===== config.mk =====
export PLATFORM = sky130hd
export DESIGN_NAME = tmce_ctrl
export DESIGN_NICKNAME = d
export VERILOG_FILES = /design/src/design/tmce_pkg.sv /design/src/design/tmce_ctrl.sv
export SDC_FILE = /design/constraint.sdc
export NUM_CORES = 1
export LEC_CHECK = 0
export ABC_AREA = 1
export ABC_CLOCK_PERIOD_IN_PS = 3470
export BUFFER_PORTS_ARGS = -buffer_cell sky130_fd_sc_hd__clkbuf_2
export CORE_AREA = 2 2 39 41
export DETAILED_ROUTE_END_ITERATION = 12
export DIE_AREA = 0 0 41 43
export HOLD_SLACK_MARGIN = 0.08
export PLACE_DENSITY = 0.54
export RECOVER_POWER = 100
export SLEW_MARGIN = 30
export SYNTH_ARGS = -nofsm -noshare
export SYNTH_HDL_FRONTEND = slang
export SYNTH_SLANG_ARGS = --single-unit
export TNS_END_PERCENT = 10

===== constraint.sdc =====
create_clock -name aclk -period 3.47 [get_ports aclk]
set_clock_uncertainty 0.2 [all_clocks]
set_input_delay 0.347 -clock aclk [delete_from_list [all_inputs] [get_ports aclk]]
set_output_delay 0.347 -clock aclk [all_outputs]
set_load 0.05 [all_outputs]

===== src/design/tmce_pkg.sv =====
// Package for the text mode console engine: screen geometry, character codes,
// opcodes, controller states and the command and status structs.
// Depends on nothing; every other design file imports it.
`timescale 1ns / 1ps
`default_nettype none

package tmce_pkg;

    localparam int COLS     = 80;
    localparam int ROWS     = 25;
    localparam int TAB_STOP = 8;
    localparam int CELLS    = COLS * ROWS;

    localparam int COL_W  = 7;
    localparam int ROW_W  = 5;
    localparam int ADDR_W = 11;
    localparam int POS_W  = 12;
    localparam int CELL_W = 16;

    localparam logic [7:0] CH_SPACE = 8'h20;
    localparam logic [7:0] CH_BS    = 8'h08;
    localparam logic [7:0] CH_CR    = 8'h0D;
    localparam logic [7:0] CH_LF    = 8'h0A;
    localparam logic [7:0] CH_TAB   = 8'h09;
    localparam logic [7:0] CH_END   = 8'h80;

    localparam logic [CELL_W-1:0] RESET_CELL = 16'h0720;
    localparam logic [POS_W-1:0]  HIDDEN_POS = POS_W'((ROWS + 1) * COLS);

    typedef enum logic [2:0] {
        OP_PUT    = 3'd0,
        OP_SET    = 3'd1,
        OP_CLEAR  = 3'd2,
        OP_SCR_UP = 3'd3,
        OP_SCR_DN = 3'd4,
        OP_READ   = 3'd5
    } op_t;

    typedef enum logic [2:0] {
        CFG_LEFT    = 3'd0,
        CFG_TOP     = 3'd1,
        CFG_COLUMNS = 3'd2,
        CFG_ROWS    = 3'd3,
        CFG_SCROLLS = 3'd4,
        CFG_FG      = 3'd5,
        CFG_BG      = 3'd6
    } cfg_idx_t;

    typedef enum logic [2:0] {
        ST_INIT,
        ST_IDLE,
        ST_EXEC,
        ST_COPY_RD,
        ST_COPY_WR,
        ST_FILL,
        ST_FINISH
    } state_t;

    typedef enum logic [2:0] {
        LOOP_NONE,
        LOOP_INIT,
        LOOP_COPY_RD,
        LOOP_COPY_WR,
        LOOP_FILL
    } loop_op_t;

    typedef struct packed {
        logic     load;
        logic     exec;
        logic     result;
        loop_op_t loop;
    } dp_ctrl_t;

    typedef struct packed {
        op_t  op;
        logic put_scroll;
        logic copy_none;
        logic clear_empty;
        logic col_last;
        logic row_last;
        logic init_last;
        logic out_busy;
    } dp_stat_t;

    typedef struct packed {
        logic [COL_W-1:0] left;
        logic [ROW_W-1:0] top;
        logic [COL_W-1:0] cols;
        logic [ROW_W-1:0] rows;
    } region_t;

    function automatic region_t region_eff(input logic [COL_W-1:0] l,
                                           input logic [ROW_W-1:0] t,
                                           input logic [COL_W-1:0] w,
                                           input logic [ROW_W-1:0] h);
        region_t          r;
        logic [COL_W-1:0] wmax;
        logic [ROW_W-1:0] hmax;
        r.left = (l > COL_W'(COLS - 1)) ? COL_W'(COLS - 1) : l;
        r.top  = (t > ROW_W'(ROWS - 1)) ? ROW_W'(ROWS - 1) : t;
        wmax   = COL_W'(COLS) - r.left;
        hmax   = ROW_W'(ROWS) - r.top;
        r.cols = (w == '0) ? COL_W'(1) : w;
        if (r.cols > wmax) r.cols = wmax;
        r.rows = (h == '0) ? ROW_W'(1) : h;
        if (r.rows > hmax) r.rows = hmax;
        return r;
    endfunction

endpackage

`default_nettype wire


===== src/design/tmce_ctrl.sv =====
// Controller of the text mode console engine: the state machine that sequences
// commands, cell loops and the reset clearing pass. Uses tmce_pkg.
`timescale 1ns / 1ps
`default_nettype none

module tmce_ctrl
    import tmce_pkg::*;
(
    input  wire logic     aclk,
    input  wire logic     aresetn,
    input  wire logic     s_tvalid,
    output logic          s_tready,
    input  dp_stat_t      stat,
    output dp_ctrl_t      ctrl
);

    state_t state_reg;
    state_t state_next;

    always_ff @(posedge aclk) begin
        if (!aresetn) begin
            state_reg <= ST_INIT;
        end else begin
            state_reg <= state_next;
        end
    end

    always_comb begin
        state_next = state_reg;
        ctrl       = '0;
        s_tready   = 1'b0;
        case (state_reg)
            ST_INIT: begin
                ctrl.loop = LOOP_INIT;
                if (stat.init_last) state_next = ST_IDLE;
            end
            ST_IDLE: begin
                s_tready = 1'b1;
                if (s_tvalid) begin
                    ctrl.load  = 1'b1;
                    state_next = ST_EXEC;
                end
            end
            ST_EXEC: begin
                ctrl.exec = 1'b1;
                case (stat.op)
                    OP_PUT: begin
                        if (!stat.put_scroll) state_next = ST_FINISH;
                        else if (stat.copy_none) state_next = ST_FILL;
                        else state_next = ST_COPY_RD;
                    end
                    OP_SCR_UP, OP_SCR_DN: begin
                        state_next = stat.copy_none ? ST_FILL : ST_COPY_RD;
                    end
                    OP_CLEAR: begin
                        state_next = stat.clear_empty ? ST_FINISH : ST_FILL;
                    end
                    default: begin
                        state_next = ST_FINISH;
                    end
                endcase
            end
            ST_COPY_RD: begin
                ctrl.loop  = LOOP_COPY_RD;
                state_next = ST_COPY_WR;
            end
            ST_COPY_WR: begin
                ctrl.loop = LOOP_COPY_WR;
                state_next = (stat.col_last && stat.row_last) ? ST_FILL : ST_COPY_RD;
            end
            ST_FILL: begin
                ctrl.loop = LOOP_FILL;
                if (stat.col_last && stat.row_last) state_next = ST_FINISH;
            end
            ST_FINISH: begin
                if (!stat.out_busy) begin
                    ctrl.result = 1'b1;
                    s_tready    = 1'b1;
                    if (s_tvalid) begin
                        ctrl.load  = 1'b1;
                        state_next = ST_EXEC;
                    end else begin
                        state_next = ST_IDLE;
                    end
                end
            end
            default: begin
                state_next = ST_INIT;
            end
        endcase
    end

endmodule

`default_nettype wire


== Word-level counts from Yosys, hierarchy flattened ==
Cells that the tools add are included.
W data, S select, Z words.

* Reductions and logical operators: 5
* Multiplexer cells: 19
* Bitwise gates (word level): 0
* Divide/modulo/power cells: 0
* Eq/ne operators: 13
* $lt $le $gt $ge: 0
* Shifts and indexed selects: 0
* Multipliers: 0
* Add/sub/neg operators: 0

{| class="wikitable"
|+ Operator list
! kind !! count
|-
| $mux W3 || 7
|-
| $pmux W3 S7 || 1
|-
| $eq A3 B2 Y1 const B || 4
|-
| $eq A3 B3 Y1 const B || 4
|-
| $pmux W3 S4 || 1
|-
| $pmux W3 S3 || 1
|-
| $ne A2 B2 Y1 const B || 4
|-
| $logic_not A3 Y1 || 2
|-
| $mux W1 || 5
|-
| $mux W2 || 2
|-
| $pmux W1 S2 || 2
|-
| $reduce_and A4 Y1 || 1
|-
| $eq A3 B1 Y1 const B || 1
|-
| $reduce_or A2 Y1 || 1
|-
| $logic_and A1 B1 Y1 || 1
|}

* Memories kept: 0
* Bits in latches: 0
* Flip-flop bits (word level): 3
* Logic and storage cells: 38
* ROM bits: 0
* Memory bits (writable): 0

== Depth between registers and ports, before layout ==
* Depth in word-level cells: 4
* Gate-level depth with buffers: 9

== Least setup slack after synthesis ==
No wires, ideal clock.

* Path kind: reg-to-output
* Start point: reg state_reg[1]
* End point: out ctrl[5] (netlist bit)
* Path slack: 0.769 ns
* Stages on the path, launching flop included: 5
* Path buffers: 0
* Arrival: 2.154 ns
* Data required time: 2.923 ns
* Path through: dfxtp_1 nand3_2 nor2_1 inv_2 a21oi_1

{| class="wikitable"
|+ RTL lines
! item !! RTL line !! RTL
|-
| start, declared || tmce_ctrl.sv:17 || <nowiki>state_t state_reg;</nowiki>
|-
| start signal, assigned || tmce_ctrl.sv:24 || <nowiki>state_reg <= state_next;</nowiki>
|-
| end, declared || tmce_ctrl.sv:14 || <nowiki>output dp_ctrl_t ctrl</nowiki>
|}

==> flow_summary.toml <==
[run_status]
status = "finished clean"

[sta]
grt_setup_unrepaired = "false"
worst_slack_ps = 1220
finalCritPeriodShare_pct = 64.83
worstMarginPinSlew_ps = 606.3
setup_total_negative_slack_ps = 0
post-route-min-period_ps = 2250
timing.max_slew.rel_slack_pct = 59.75
setup_violation_total_in_the_final_timing_report = 0
timing.fmax_mhz = 444.5
slew_violations = 0
finalHoldViolCount = 0

[routing]
routedWlPerCell_um = 8.541
detailedRoute.firstIterationViolations = 13
vias = 476
via_per_inst = 4.288
route.antenna.remaining_nets = 0
drc = 0
finalWirelength_um = 948
detail_route.first_pass.iterations = 4

[floorplanning]
floorplan.initialDensity_pct = 28.21
die-area_mm2 = 0.001763
top_level_ports = 20
die_height_um = 43
core_area_mm2 = 0.001384
dieWidth_um = 41
fp-row-count = 14

[finish]
diodes = 0
layout.cells.most_common = "nand2_1"
share_of_cells_above_drive_strength_1_pct = 28.42
largest_register_ffs = 3
num-nets-final = 109
final_cell_mix = "23 x nand2_1, 12 x inv_1, 12 x clkbuf_2"
area_growth_syn_to_layout_pct = 28.85

[cts]
cts_hold_buf = 0
clkLatencyLatePin_ps = 230
ctsRootBufferMaster = "clkbuf_4"
postCtsSetupRepairBufs = 0
htreeDepth = 1
cts_inserted_buffers = 3
cts_tree = "done"
clkTransAtPathRegs_ps = 40
cts_repair_resized_insts = 0
cts_sinks = 3
cts_buffer_depth = 2

[synthesis]
syn-cell-area_um2 = 390.4
yosys.cell_types.count = 15
synth_nets = 86
synth_warn = 0
syn_area_per_cell_um2 = 5.348
synth.yosys.seq_area_share_pct = 15.38
syn_inst = 73
ys_seq_elements = 3

[critical_path]
cp-end-kind = "primary output"
startpoint_type = "flop"
critical_path_peak_fanout = 8
cp_data_required_time_ps = 2920
worstPathArrival_ps = 1700
critPathKind = "reg -> out"

[power_and_ir_drop]
cell_internal_power_uw = 149.1
power_density_mw_per_mm2 = 736.9
p_leak_nw = 0.2880
power.combinational.fraction_pct = 65.1
pwr-share-clk_pct = 16.1
power.switching_uw = 221.5
power_switching_share_pct = 59.77
seq_power_share_pct = 18.9
ir_worst_vdd_mv = 0.4107

[worst_hold_path]
hold_path_class = "in -> reg"

[global_route]
wire_length_of_the_first_global_routing_pass_um = 1649
maximum_number_of_pins_on_one_net_before_global_route_repair = 9
grt.total_usage_pct = 13.34
total_congestion_overflow_after_global_routing = 0
grt_antenna_before_repair = 0
first_global_vias = 437

[placement]
post-place-ws_ps = 1673
number_of_i_o_port_buffers = 19
gp_routability_congestion = 0.8010
half_perimeter_wire_length_after_placement_um = 806.2

[job]
timing.max_cap.violations = 0
## cells by family (layout without fill, tap and decap cells)
group                  Yosys count  in the layout  share of synthesized area (%)
and+or+nand+nor                 47             47                          60.58
buffers and inverters           18             40                          17.63
AOI/OAI and AO/OA                5              5                          6.409
DFF                              3              3                          15.39
## stage by stage
stage / std cells / power (mW) / util, % / area, um^2 / hold slack, ps
3_3_place_gp: 107 / 0.3304 / 36.17 / 500.5 / 347.3
2_1_floorplan: 73 / 0.2773 / - / 390.4 / 298.3
6_report: 111 / 0.3706 / 36.35 / 503.0 / 168.9
5_1_grt: 111 / 0.4022 / 36.35 / 503.0 / 169.8
3_5_place_dp: 107 / 0.3326 / 36.17 / 500.5 / 361.4
4_1_cts: 111 / 0.3955 / 38.07 / 526.8 / 163.5
## metal layers
metal	track usage, %	part of all wire [%]	vias to the layer above
li1	-	-	267
met1	17.63	50	197
met4	10.00	1.8	0
met2	18.75	45	10
met3	1.571	3.6	2
met5	0	0	-
## synthesized netlist by cell type, drive strengths merged
cell | n | area [um^2]
nand2 | 26 | 105.1
inv | 17 | 63.81
nand3 | 10 | 55.05
nor2 | 8 | 40.04
a21oi | 5 | 25.02
dfxtp | 3 | 60.06
nor3 | 2 | 15.01
buf | 1 | 5.000
nand4 | 1 | 21.27
## power by group through the flow
stage	clock [mW]	combinational [mW]	sequential [mW]
4_1_cts	0.0636	0.262	0.0696
3_5_place_dp	0	0.262	0.0703
3_3_place_gp	0	0.262	0.0687
6_report	0.0595	0.241	0.0699
2_1_floorplan	0	0.215	0.0623
5_1_grt	0.0676	0.263	0.0716
## layout make-up
cell class / count / area (um^2)
multi-input cells: 52 / 246.5
fillers: 163 / 880.8
repair buffers: 19 / 86.33
well taps: 16 / 20.02
clock buffers: 4 / 26.28
flip-flops and latches: 3 / 60.06
inverters: 17 / 63.81
## worst max-delay path: stages (launching register included)
cell,delay (ps)
dfxtp_1,490
nand3_2,150
nor2_1,180
inv_2,50
a21oi_1,120
clkbuf_1,490
## worst paths after layout
kind | startpoint | to | slack [ps] | depth (start not counted)
setup / recovery | state_reg[2] | ctrl[5] | 1220 | 5
hold / removal | aresetn | state_reg[2] | 170 | 3
setup reg to reg | state_reg[0] | state_reg[0] | 1980 | 8
hold reg to reg | state_reg[0] | state_reg[0] | 360 | 2
No activity file was read; power rests on OpenSTA's default activity.
